`config.mk`:
```
export PLATFORM = sky130hd
export DESIGN_NAME = regex_class_expander_core
export DESIGN_NICKNAME = d
export VERILOG_FILES = /design/src/rce_pkg.sv /design/src/regex_class_expander_core.sv /design/src/rce_front.sv /design/src/rce_queue.sv /design/src/rce_back.sv
export SDC_FILE = /design/constraint.sdc
export NUM_CORES = 1
export LEC_CHECK = 0
export BUFFER_PORTS_ARGS = -buffer_cell sky130_fd_sc_hd__buf_2
export CORE_UTILIZATION = 50
export DETAILED_ROUTE_END_ITERATION = 10
export PLACE_DENSITY = 0.66
export RECOVER_POWER = 50
export SYNTH_ARGS = -nofsm -noshare
export SYNTH_HDL_FRONTEND = slang
export SYNTH_SLANG_ARGS = --single-unit
export TNS_END_PERCENT = 30
```
`constraint.sdc`:
```
create_clock -name clock -period 6.1 [get_ports clock]
set_input_delay 0.305 -clock clock [delete_from_list [all_inputs] [get_ports clock]]
set_output_delay 0.305 -clock clock [all_outputs]
set_load 0.03 [all_outputs]
```
`src/rce_pkg.sv`:
```
// package: byte codes, command type and helpers for the class expander
`default_nettype none
package rce_pkg;

   localparam int MAX_LEN_DEFAULT     = 256;
   localparam int QUEUE_DEPTH_DEFAULT = 4;

   localparam logic [7:0] CH_BAR   = 8'h7C;
   localparam logic [7:0] CH_LBRK  = 8'h5B;
   localparam logic [7:0] CH_RBRK  = 8'h5D;
   localparam logic [7:0] CH_LPAR  = 8'h28;
   localparam logic [7:0] CH_RPAR  = 8'h29;
   localparam logic [7:0] CH_SLASH = 8'h2F;
   localparam logic [7:0] CH_DASH  = 8'h2D;
   localparam logic [7:0] CH_NUL   = 8'h00;

   typedef enum logic [1:0] {
      KIND_OTHER = 2'd0,
      KIND_DIGIT = 2'd1,
      KIND_UPPER = 2'd2,
      KIND_LOWER = 2'd3
   } kind_type;

   // one queued command: the result bytes one request produces
   typedef struct packed {
      logic       err;
      logic       bar;
      logic [1:0] cnt;
      logic [7:0] b0;
      logic [7:0] b1;
      logic       rng;
      logic [7:0] lo;
      logic [7:0] hi;
      logic       term;
   } cmd_type;

   typedef enum logic [7:0] {
      ST_IDLE = 8'b0000_0001,
      ST_BAR  = 8'b0000_0010,
      ST_B0   = 8'b0000_0100,
      ST_B1   = 8'b0000_1000,
      ST_RBAR = 8'b0001_0000,
      ST_RVAL = 8'b0010_0000,
      ST_TERM = 8'b0100_0000,
      ST_ERR  = 8'b1000_0000
   } stage_type;

   function automatic kind_type char_kind(input logic [7:0] c);
      if (c >= 8'h30 && c <= 8'h39) return KIND_DIGIT;
      if (c >= 8'h41 && c <= 8'h5A) return KIND_UPPER;
      if (c >= 8'h61 && c <= 8'h7A) return KIND_LOWER;
      return KIND_OTHER;
   endfunction

endpackage
`default_nettype wire

```
`src/regex_class_expander_core.sv`:
```
// top level of the regex bracket class expander
// The block takes a regex one byte per request and returns the rewritten string
// one byte per response: '[' and ']' become '(' and ')', class members are joined
// by '|', ranges such as a-f are written out member by member, and '/' escapes
// the next byte. Every string ends in a terminator response (byte 0, last set);
// a malformed range, a dangling escape, range or class ends it instead in an
// error response (byte 0, last and error set), after which the rest of the
// string gives nothing. Bytes past MAX_LEN in a string are ignored. A request is
// taken whenever the command queue has room; the back end loads a command in
// its idle state and then emits one response byte per cycle while the response
// channel is not stalled; a range gives '|' and then the byte for each member.
// Bursts of up to QUEUE_DEPTH commands are absorbed while the back end is busy.
`default_nettype none
module regex_class_expander_core
   import rce_pkg::*;
#(
   parameter int MAX_LEN     = MAX_LEN_DEFAULT,
   parameter int QUEUE_DEPTH = QUEUE_DEPTH_DEFAULT
) (
   input  wire logic       clock,
   input  wire logic       reset,
   // request channel
   input  wire logic       req_valid,
   output logic            req_ready,
   input  wire logic [7:0] req_in_char,
   input  wire logic       req_in_last,
   // response channel
   output logic            rsp_valid,
   input  wire logic       rsp_ready,
   output logic [7:0]      rsp_out_char,
   output logic            rsp_out_last,
   output logic            rsp_out_error
);

   logic    q_full;
   logic    q_not_empty;
   logic    q_push;
   logic    q_pop;
   cmd_type front_cmd;
   cmd_type head_cmd;

   // accept whenever the queue has room; bytes with no output push nothing
   assign req_ready = !q_full;

   // parser state lives here
   rce_front #(
      .MAX_LEN (MAX_LEN)
   ) u_front (
      .clock   (clock),
      .reset   (reset),
      .accept  (req_valid && req_ready),
      .in_char (req_in_char),
      .in_last (req_in_last),
      .push    (q_push),
      .cmd     (front_cmd)
   );

   // decouples parsing from the byte-serial emitter
   rce_queue #(
      .DEPTH (QUEUE_DEPTH)
   ) u_queue (
      .clock     (clock),
      .reset     (reset),
      .push      (q_push),
      .push_cmd  (front_cmd),
      .pop       (q_pop),
      .full      (q_full),
      .not_empty (q_not_empty),
      .head      (head_cmd)
   );

   // emitter with registered response outputs
   rce_back u_back (
      .clock         (clock),
      .reset         (reset),
      .q_valid       (q_not_empty),
      .q_cmd         (head_cmd),
      .pop           (q_pop),
      .rsp_valid     (rsp_valid),
      .rsp_ready     (rsp_ready),
      .rsp_out_char  (rsp_out_char),
      .rsp_out_last  (rsp_out_last),
      .rsp_out_error (rsp_out_error)
   );

endmodule
`default_nettype wire

```
`src/rce_front.sv`:
```
// front end: parses each request byte and builds a result command
`default_nettype none
module rce_front
   import rce_pkg::*;
#(
   parameter int MAX_LEN = MAX_LEN_DEFAULT
) (
   input  wire logic       clock,
   input  wire logic       reset,
   input  wire logic       accept,
   input  wire logic [7:0] in_char,
   input  wire logic       in_last,
   output logic            push,
   output cmd_type         cmd
);

   localparam int CW = $clog2(MAX_LEN + 1);

   logic          inside_ff, inside_in;
   logic          member_ff, member_in;
   logic          esc_ff, esc_in;
   logic          rngp_ff, rngp_in;
   logic [7:0]    prev_ff, prev_in;
   logic          errs_ff, errs_in;
   logic [CW-1:0] count_ff, count_in;

   always_comb begin
      logic perr;
      logic [7:0] c;
      c         = in_char;
      perr      = 1'b0;
      inside_in = inside_ff;
      member_in = member_ff;
      esc_in    = esc_ff;
      rngp_in   = rngp_ff;
      prev_in   = prev_ff;
      errs_in   = errs_ff;
      count_in  = count_ff;
      cmd       = '0;
      if (errs_ff) begin
         // discarding the rest of a failed string
      end else begin
         if (count_ff < CW'(MAX_LEN)) begin
            count_in = count_ff + 1'b1;
            if (esc_ff) begin
               esc_in  = 1'b0;
               cmd.cnt = 2'd2;
               cmd.b0  = CH_SLASH;
               cmd.b1  = c;
               if (inside_ff) begin
                  cmd.bar   = member_ff;
                  member_in = 1'b1;
                  prev_in   = c;
               end
            end else if (rngp_ff) begin
               rngp_in = 1'b0;
               if (char_kind(prev_ff) == KIND_OTHER || char_kind(prev_ff) != char_kind(c)
                   || prev_ff >= c) begin
                  perr = 1'b1;
               end else begin
                  cmd.rng = 1'b1;
                  cmd.lo  = prev_ff + 8'd1;
                  cmd.hi  = c;
                  prev_in = c;
               end
            end else if (c == CH_SLASH) begin
               esc_in = 1'b1;
            end else if (inside_ff) begin
               if (c == CH_RBRK) begin
                  cmd.cnt   = 2'd1;
                  cmd.b0    = CH_RPAR;
                  inside_in = 1'b0;
               end else if (c == CH_DASH) begin
                  if (!member_ff) perr = 1'b1;
                  else rngp_in = 1'b1;
               end else begin
                  cmd.bar   = member_ff;
                  cmd.cnt   = 2'd1;
                  cmd.b0    = c;
                  member_in = 1'b1;
                  prev_in   = c;
               end
            end else begin
               cmd.cnt = 2'd1;
               if (c == CH_LBRK) begin
                  cmd.b0    = CH_LPAR;
                  inside_in = 1'b1;
                  member_in = 1'b0;
               end else if (c == CH_RBRK) begin
                  cmd.b0 = CH_RPAR;
               end else begin
                  cmd.b0 = c;
               end
            end
         end
         if (perr) begin
            cmd     = '0;
            cmd.err = 1'b1;
            errs_in = 1'b1;
         end else if (in_last) begin
            if (inside_in || esc_in || rngp_in) begin
               cmd     = '0;
               cmd.err = 1'b1;
            end else begin
               cmd.term = 1'b1;
            end
         end
      end
      if (in_last) begin
         inside_in = 1'b0;
         member_in = 1'b0;
         esc_in    = 1'b0;
         rngp_in   = 1'b0;
         prev_in   = '0;
         errs_in   = 1'b0;
         count_in  = '0;
      end
   end

   assign push = accept && (cmd.err || cmd.bar || cmd.cnt != 2'd0 || cmd.rng || cmd.term);

   always_ff @(posedge clock) begin
      if (reset) begin
         inside_ff <= 1'b0;
         member_ff <= 1'b0;
         esc_ff    <= 1'b0;
         rngp_ff   <= 1'b0;
         prev_ff   <= '0;
         errs_ff   <= 1'b0;
         count_ff  <= '0;
      end else if (accept) begin
         inside_ff <= inside_in;
         member_ff <= member_in;
         esc_ff    <= esc_in;
         rngp_ff   <= rngp_in;
         prev_ff   <= prev_in;
         errs_ff   <= errs_in;
         count_ff  <= count_in;
      end
   end

endmodule
`default_nettype wire

```
`src/rce_queue.sv`:
```
// command queue between front and back end
`default_nettype none
module rce_queue
   import rce_pkg::*;
#(
   parameter int DEPTH = QUEUE_DEPTH_DEFAULT
) (
   input  wire logic    clock,
   input  wire logic    reset,
   input  wire logic    push,
   input  wire cmd_type push_cmd,
   input  wire logic    pop,
   output logic         full,
   output logic         not_empty,
   output cmd_type      head
);

   localparam int PW = $clog2(DEPTH);
   localparam int CW = $clog2(DEPTH + 1);

   cmd_type       slot_ff [DEPTH];
   logic [PW-1:0] wr_ff, wr_in;
   logic [PW-1:0] rd_ff, rd_in;
   logic [CW-1:0] fill_ff, fill_in;

   assign full      = (fill_ff == CW'(DEPTH));
   assign not_empty = (fill_ff != '0);
   assign head      = slot_ff[rd_ff];

   always_comb begin
      wr_in   = wr_ff;
      rd_in   = rd_ff;
      fill_in = fill_ff;
      if (push) wr_in = (wr_ff == PW'(DEPTH - 1)) ? '0 : wr_ff + 1'b1;
      if (pop)  rd_in = (rd_ff == PW'(DEPTH - 1)) ? '0 : rd_ff + 1'b1;
      if (push && !pop) fill_in = fill_ff + 1'b1;
      else if (pop && !push) fill_in = fill_ff - 1'b1;
   end

   always_ff @(posedge clock) begin
      if (reset) begin
         wr_ff   <= '0;
         rd_ff   <= '0;
         fill_ff <= '0;
      end else begin
         wr_ff   <= wr_in;
         rd_ff   <= rd_in;
         fill_ff <= fill_in;
      end
   end

   always_ff @(posedge clock) begin
      if (push) slot_ff[wr_ff] <= push_cmd;
   end

endmodule
`default_nettype wire

```
`src/rce_back.sv`:
```
// back end: walks one command and emits its result bytes
`default_nettype none
module rce_back
   import rce_pkg::*;
(
   input  wire logic       clock,
   input  wire logic       reset,
   input  wire logic       q_valid,
   input  wire cmd_type    q_cmd,
   output logic            pop,
   output logic            rsp_valid,
   input  wire logic       rsp_ready,
   output logic [7:0]      rsp_out_char,
   output logic            rsp_out_last,
   output logic            rsp_out_error
);

   stage_type  st_ff, st_in;
   cmd_type    cmd_ff, cmd_in;
   logic [7:0] val_ff, val_in;
   logic       valid_ff, valid_in;
   logic [7:0] char_ff, char_in;
   logic       last_ff, last_in;
   logic       error_ff, error_in;
   logic       out_free;

   function automatic stage_type next_stage(input cmd_type c, input stage_type from);
      stage_type after_b1;
      stage_type after_b0;
      stage_type after_bar;
      after_b1  = c.rng ? ST_RBAR : (c.term ? ST_TERM : ST_IDLE);
      after_b0  = (c.cnt == 2'd2) ? ST_B1 : after_b1;
      after_bar = (c.cnt != 2'd0) ? ST_B0 : after_b1;
      case (from)
         ST_IDLE: return c.err ? ST_ERR : (c.bar ? ST_BAR : after_bar);
         ST_BAR:  return after_bar;
         ST_B0:   return after_b0;
         ST_B1:   return after_b1;
         default: return ST_IDLE;
      endcase
   endfunction

   assign out_free = !valid_ff || rsp_ready;
   assign pop      = (st_ff == ST_IDLE) && q_valid;

   always_comb begin
      st_in    = st_ff;
      cmd_in   = cmd_ff;
      val_in   = val_ff;
      valid_in = valid_ff && !rsp_ready;
      char_in  = char_ff;
      last_in  = last_ff;
      error_in = error_ff;
      if (st_ff == ST_IDLE) begin
         if (q_valid) begin
            cmd_in = q_cmd;
            val_in = q_cmd.lo;
            st_in  = next_stage(q_cmd, ST_IDLE);
         end
      end else if (out_free) begin
         valid_in = 1'b1;
         last_in  = 1'b0;
         error_in = 1'b0;
         st_in    = next_stage(cmd_ff, st_ff);
         case (st_ff)
            ST_BAR:  char_in = CH_BAR;
            ST_B0:   char_in = cmd_ff.b0;
            ST_B1:   char_in = cmd_ff.b1;
            ST_RBAR: begin
               char_in = CH_BAR;
               st_in   = ST_RVAL;
            end
            ST_RVAL: begin
               char_in = val_ff;
               val_in  = val_ff + 8'd1;
               st_in   = (val_ff == cmd_ff.hi) ? (cmd_ff.term ? ST_TERM : ST_IDLE) : ST_RBAR;
            end
            ST_TERM: begin
               char_in = CH_NUL;
               last_in = 1'b1;
            end
            ST_ERR: begin
               char_in  = CH_NUL;
               last_in  = 1'b1;
               error_in = 1'b1;
            end
            default: valid_in = 1'b0;
         endcase
      end
   end

   always_ff @(posedge clock) begin
      if (reset) begin
         st_ff    <= ST_IDLE;
         valid_ff <= 1'b0;
      end else begin
         st_ff    <= st_in;
         valid_ff <= valid_in;
      end
   end

   always_ff @(posedge clock) begin
      cmd_ff   <= cmd_in;
      val_ff   <= val_in;
      char_ff  <= char_in;
      last_ff  <= last_in;
      error_ff <= error_in;
   end

   assign rsp_valid     = valid_ff;
   assign rsp_out_char  = char_ff;
   assign rsp_out_last  = last_ff;
   assign rsp_out_error = error_ff;

endmodule
`default_nettype wire

```
* Word-level counts from Yosys, hierarchy flattened
Memory sizes are Yosys's and may differ from the RTL's. A register that Yosys moved wholly into a read port is not among the register bits.
Index checks and enable logic that the tools add are counted.
** Word-level totals
- Flip-flop bits (word level) :: 84
- Bits in writable memories :: 152
- Input port bits :: 13
- Output and inout bits :: 12
- Word-level logic and storage cells :: 300
- Memories kept :: 1
** Operators by class
- Add/subtract/negate cells :: 7
- Order comparisons :: 14
- Eq/ne operators :: 29
- Multiplexer cells :: 176
- Bitwise gates (word level) :: 1
- Reductions and logical operators :: 50
** Memory list
- u_queue.slot_ff :: words 4, width 38, rd ports 1, clocked after Yosys merged registers in 1, wr ports 1, line rce_queue.sv:21 : cmd_type slot_ff [DEPTH];
** Operators with widths (number)
- two-way mux 8 bit :: 29
- two-way mux 38 bit :: 3
- two-way mux 1 bit :: 99
- two-way mux 17 bit :: 3
- two-way mux 2 bit :: 24
- two-way mux 11 bit :: 4
- case mux 8 bit (5 select lines) :: 1
- two-way mux 37 bit :: 1
- two-way mux 36 bit :: 1
- >= comparator 8 x 7 -> 1 bit, second input constant :: 4
- less-or-equal comparator 8 x 7 -> 1 bit, second input constant :: 4
- two-way mux 9 bit :: 3
- == test 8 x 6 -> 1 bit, second input constant :: 3
- == test 8 x 7 -> 1 bit, second input constant :: 3
- case mux 8 bit (3 select lines) :: 1
- two-way mux 10 bit :: 2
- AND reduction 9 bit :: 2
- adder 8 x 1 -> 8 bit, second input constant :: 2
- >= comparator 8 x 6 -> 1 bit, second input constant :: 2
- less-or-equal comparator 8 x 6 -> 1 bit, second input constant :: 2
- case mux 8 bit (2 select lines) :: 1
- two-way mux 7 bit :: 2
- nonzero test 2 bit :: 7
- logical AND 1 bit :: 12
- other kinds (33) :: 62

* Logic depth before layout (Yosys ltp)
- Depth after elaboration :: 45
- Depth in mapped cells :: 15
- Depth with buffers taken out :: 14

* By module
A second synthesis with hierarchy kept.
** Second synthesis, totals
- Cells, all modules :: 729
- Area, all modules :: 10551.4 µm²
** By module, submodules not included
- rce_queue :: instances 1, cells each 242, area an instance 5939.4 µm², sequential area each 4744.6 µm²
- rce_back :: instances 1, cells each 204, area an instance 2586.2 µm², sequential area each 1561.5 µm²
- rce_front :: instances 1, cells each 281, area an instance 2015.7 µm², sequential area each 440.4 µm²
- regex_class_expander_core :: instances 1, cells each 2, area an instance 10.0 µm², sequential area each 0.0 µm²

* Worst setup path after synthesis
OpenSTA, ideal clock, no wires.
- Path type :: flip-flop to flip-flop
- From :: reg u_front.prev_ff[1]
- To :: mem u_queue.slot_ff[0][0] in the netlist's numbering (enable)
- Setup time :: 399 ps
- Arrival time :: 2930 ps
- Required time :: 5701 ps
- Path slack :: 2771 ps
- Cell stages (with the launch flop) :: 10
- Buffers on the path :: 0
- Clock period less this slack :: 3329 ps
- Cells stage by stage :: dfxtp_1 > inv_1 > ha_1 > or4b_1 > o21ai_2 > nor3_1 > nor3_2 > mux2i_1 > o21bai_4 > and2_1
** On the way
- Word-level cells in the longest chain between the ends :: 33
- Elaborated cells on any way between the ends :: 62
- Those cells by class :: order compare (7); eq/ne (1); mux (42); reduce/logical (12)
** Ends and longest elaborated chain
- start: declaration :: line rce_front.sv:23 : logic [7:0] prev_ff, prev_in;
- start signal: assignment :: line rce_front.sv:136 : prev_ff <= prev_in;
- >= comparator 8 x 7 -> 1 bit / less-or-equal comparator 8 x 7 -> 1 bit (equally long branches) :: line rce_pkg.sv:51 : if (c >= 8'h61 && c <= 8'h7A) return KIND_LOWER;
- logical AND 1 bit :: line rce_pkg.sv:51
- two-way mux 1 bit (2 in series) :: line rce_pkg.sv:51
- two-way mux 1 bit :: line rce_pkg.sv:50 : if (c >= 8'h41 && c <= 8'h5A) return KIND_UPPER;
- two-way mux 1 bit :: line rce_front.sv:55 : end else if (rngp_ff) begin
- two-way mux 1 bit :: line rce_front.sv:45 : if (esc_ff) begin
- two-way mux 1 bit :: line rce_front.sv:43 : if (count_ff < CW'(MAX_LEN)) begin
- two-way mux 1 bit :: line rce_front.sv:40 : if (errs_ff) begin
- [... 16 more ...]
- two-way mux 38 bit * :: line rce_front.sv:40
- nonzero test 2 bit / logical OR 1 bit (equally long branches) :: line rce_front.sv:120 : assign push = accept && (cmd.err || cmd.bar || cmd.cnt != 2'd0 || cmd.rng || cmd.term);
- logical OR 1 bit (2 in series) :: line rce_front.sv:120
- logical OR 1 bit * :: line rce_front.sv:120
- logical AND 1 bit * :: line rce_front.sv:120
- net q_push :: line regex_class_expander_core.sv:37 : logic q_push;
- two-way mux 1 bit * :: line rce_queue.sv:53 : if (push) slot_ff[wr_ff] <= push_cmd;
- two-way mux 1 bit (not written as such) * :: line rce_queue.sv:53
- end: declaration :: line rce_queue.sv:21
The timed path passes the listed nets; every way through them passes the cells marked *. The select of a mux whose other input is x is not followed.

* Final worst setup path
- From :: reg u_front.prev_ff[1]
- To :: reg u_queue.fill_ff[2]
** On the way
- Word-level cells in the longest chain between the ends :: 34
- Elaborated cells on any way between the ends :: 65
- Those cells by class :: order compare (7); eq/ne (1); mux (41); reduce/logical (16)
** Ends and longest elaborated chain
- >= comparator 8 x 7 -> 1 bit / less-or-equal comparator 8 x 7 -> 1 bit (equally long branches) :: line rce_pkg.sv:51
- logical AND 1 bit :: line rce_pkg.sv:51
- two-way mux 1 bit (2 in series) :: line rce_pkg.sv:51
- two-way mux 1 bit :: line rce_pkg.sv:50
- two-way mux 1 bit :: line rce_front.sv:55
- two-way mux 1 bit :: line rce_front.sv:45
- two-way mux 1 bit :: line rce_front.sv:43
- two-way mux 1 bit :: line rce_front.sv:40
- [... 17 more ...]
- nonzero test 2 bit / logical OR 1 bit (equally long branches) :: line rce_front.sv:120
- logical OR 1 bit (2 in series) :: line rce_front.sv:120
- logical OR 1 bit * :: line rce_front.sv:120
- logical AND 1 bit * :: line rce_front.sv:120
- net q_push :: line regex_class_expander_core.sv:37
- logical NOT 1 bit :: line rce_queue.sv:37 : else if (pop && !push) fill_in = fill_ff - 1'b1;
- logical AND 1 bit :: line rce_queue.sv:37
- nonzero test 2 bit (no line)
- end signal: assignment :: line rce_queue.sv:48 : fill_ff <= fill_in;
- end: declaration :: line rce_queue.sv:24 : logic [CW-1:0] fill_ff, fill_in;
Marks and branches as above.
A chain may end at the register's enable or synchronous reset.

==> flow_summary.yaml <==
floorplanning:
  die_w_um: 146.4
  rows: 52
  die_y_um: 146.4
  dieArea_um2: 21440
  start_util: 0.5120
  ios: 25
  core_area_um2: 20360
synth:
  synth_edf_count: 198
  netlist_top_cells_area: "edfxtp_1 (57%), mux4_2 (8.2%), dfxtp_1 (7.7%)"
  yosys.area.top_type: "edfxtp_1"
  syn_area_um2: 10430
  synth_seq_area_share: 0.6470
  synth.avg_cell_area_um2: 14.15
  synthArstFlopShare: 0
  ys_top_cells_by_count: "edfxtp_1 (198), nor2_1 (63), a21oi_1 (44), nand2_1 (44), dfxtp_1 (40)"
  yosysMostFrequentCell: "edfxtp_1"
  synth_top_area_share: 0.5702
  ys.flop_type: "edfxtp_1"
  yosysUniqueCellTypes: 73
  synth_cells: 737
  synth_seq_cells: 238
  yosysWarnings: 0
drt:
  num_vias: 6178
  dr.pass1.iters: 5
  vias_per_cell: 5.856
  antenna_left: 0
  drt_iter0_markers: 511
  wire_per_inst_um: 20.43
  wl_mm: 21.55
  remaining_drc_errors: 0
placed_design:
  portBuffers: 24
  place.gp.congestion: 0.8886
  place_ws_ps: 2610
  dpl.hpwl_mm: 14.28
  dpl.cell_count: 1007
  placed_cell_area_um2: 10780
timing:
  skew_ps: 19.67
  layout_setup_ws_ps: 2222
  period_share: 0.6357
  fin_crit_ps: 3878
  finalMaxSlewViolations: 0
  relSlewSlack: 0.01223
  setup_violations: 0
  hold_violations: 0
  worstMarginPinSlew_ps: 1461
  grt_setup_unrepaired: "false"
  fin_tns_setup_ps: 0
  fmax_mhz: 257.9
  hold-worst-slack_ps: 140.6
clocking:
  cts.sinks: 238
  root_buffer: "clkbuf_16"
  cts_setup_buffers: 0
  cts.path.max_buffers: 3
  insertion_delay_ps: 530
  numCtsBuffers: 26
  cts_tree: "done"
  hold_buffers: 0
  cts.clk_slew.worst_paths_ps: 70
  htree_levels: 1
  cts_resized: 0
global_routing:
  grt_pass1_wl_mm: 34.18
  grt-ovfl-total: 0
  grt_start_max_net_pins: 39
  grt_antenna_before_repair: 0
  grt_usage: 0.2075
  grt_pass1_vias: 6240
worst_setup_path:
  rr_startpoint: "u_front.prev_ff[1]$_SDFFE_PP0P_"
  cpPeakStageDelay_ps: 470
  crit_type: "reg -> reg"
  r2r-end: "u_queue.fill_ff[2]$_SDFFE_PP0P_"
  crit_path_cell_trace: "inv_1 > ha_1 > or4b_1 > o21ai_0 > nor3_1 > nor3_1 > mux2i_1 > o21bai_1 > ha_1 > inv_1 > fa_1 > xor2_1 > or3_1 > a21oi_1"
  path_delay_family: "simple AND/OR/NAND/NOR gates"
  cp_num_buf_inv: 2
  critPathLaunchType: "register"
  worstPathMaxFanout: 8
  cp.required_ps: 6550
  worstSetupEndpointType: "register"
  ff2ff_setup_slack_ps: 2220
  crit_arrival_ps: 4320
  reg2reg_depth: 14
  slowest_stage: "or4b_1"
final_layout:
  finish.utilization: 0.5688
  final_area_um2: 11580
  layout.cells.non_filler: 1055
  diodes: 0
  drive_gt1_frac: 0.1452
  synthToLayoutAreaGrowth_pct: 11.08
  final_nets: 799
status:
  failed_checks: "max-capacitance violations"
  outcome: "finished with violations"
power_and_ir_drop:
  ir_drop_mv: 0.1932
  total_power_mw: 4.758
  power.density_nw_per_um2: 410.8
  power.leakage_nw: 3.996
hold_path:
  hold_path_startpoint: "req_in_char[1]"
  hold_path_class: "in -> reg"
  worstHoldPathCells: 3
  holdPathEnd: "u_front.esc_ff$_SDFFE_PP0P_"
flow_run:
  maxCapViolCount: 1
-- metal layers --
layer / GRT usage / share of wire / wire, µm / up-vias
met2: 0.3440 / 0.48 / 10450 / 177
met1: 0.2852 / 0.44 / 9532 / 3079
li1: - / - / - / 2881
met5: 0 / 0 / 0 / -
met3: 0.02906 / 0.046 / 997 / 41
met4: 0.06563 / 0.026 / 568 / 0
-- power breakdown --
group	total (mW)	switching, mW	internal (mW)
registers	2.26	0.147	2.11
clock network	1.55	0.633	0.915
logic	0.955	0.598	0.357
-- cells in the final DEF, fill, tap and decap left out, types with 20 or more instances in the layout --
master / count
edfxtp_1: 198
dfxtp_1: 40
inv_1: 34
ha_1: 20
mux4_2: 38
nor3_1: 26
a21oi_1: 45
nor2_1: 63
clkbuf_16: 26
nand2_1: 45
-- worst max-delay path by stage --
stage               depth (start not counted)  slack, ps                            start                               end
floorplan                                   9       2770  u_front.prev_ff[1]$_SDFFE_PP0P_   u_queue.slot_ff[0][0]$_DFFE_PP_
global placement                           14       2710                   req_in_char[4]   u_queue.fill_ff[2]$_SDFFE_PP0P_
detailed placement                         14       2610                   req_in_char[4]   u_queue.fill_ff[2]$_SDFFE_PP0P_
CTS                                         9       2570  u_front.prev_ff[1]$_SDFFE_PP0P_  u_queue.slot_ff[3][23]$_DFFE_PP_
global route                               14       1790  u_front.prev_ff[1]$_SDFFE_PP0P_   u_queue.fill_ff[2]$_SDFFE_PP0P_
finish                                     14       2220  u_front.prev_ff[1]$_SDFFE_PP0P_   u_queue.fill_ff[2]$_SDFFE_PP0P_
-- sequential cells by signal (all words and copies together), names as in the netlist, named ones only --
| name | cells |
|---|---|
| u_queue.rd_ff | 2 |
| u_back.rsp_out_error | 1 |
| u_queue.fill_ff | 3 |
| u_back.rsp_out_char | 8 |
| u_back.rsp_valid | 1 |
| u_front.inside_ff | 1 |
| u_back.rsp_out_last | 1 |
| u_back.val_ff | 8 |
| u_back.cmd_ff | 28 |
| u_queue.wr_ff | 2 |
| u_front.count_ff | 9 |
| u_front.errs_ff | 1 |
| u_front.rngp_ff | 1 |
| u_back.st_ff | 8 |
| u_queue.slot_ff | 152 |
| u_front.prev_ff | 8 |
| u_front.esc_ff | 1 |
| u_front.member_ff | 1 |
-- cells by family (layout without fill, tap and decap cells) --
family                   Yosys count  count (layout)  synth area share
flip-flops                       238             238            0.6470
AND/OR/NAND/NOR                  224             224            0.1141
AO/OA/AOI/OAI                    113             113           0.07332
buffers and inverters             69             110           0.02820
multiplexers                      43              43           0.08747
XOR/XNOR                          27              27           0.02268
adder cells (fa/ha/maj)           22              22           0.02688
other                              1               8         0.0003596
-- cell type report --
| cell class | count | area, µm² |
|---|---|---|
| inverters | 34 | 127.6 |
| well taps | 270 | 337.8 |
| flip-flops and latches | 238 | 6746 |
| multi-input cells | 437 | 3386 |
| repair buffers | 28 | 127.6 |
| fillers | 1640 | 8782 |
| clock inverters | 20 | 198.9 |
| clock buffers | 28 | 658.1 |
-- worst reg2reg max path, cell delays in order, from the launching register on --
cell and delay, ps:
dfxtp_1 460, inv_1 120, ha_1 200, or4b_1 470, o21ai_0 280, nor3_1 140, nor3_1 250, mux2i_1 100
o21bai_1 440, ha_1 270, inv_1 60, fa_1 370, xor2_1 180, or3_1 300, a21oi_1 150
Note: power is estimated with default switching activity, not from simulation.
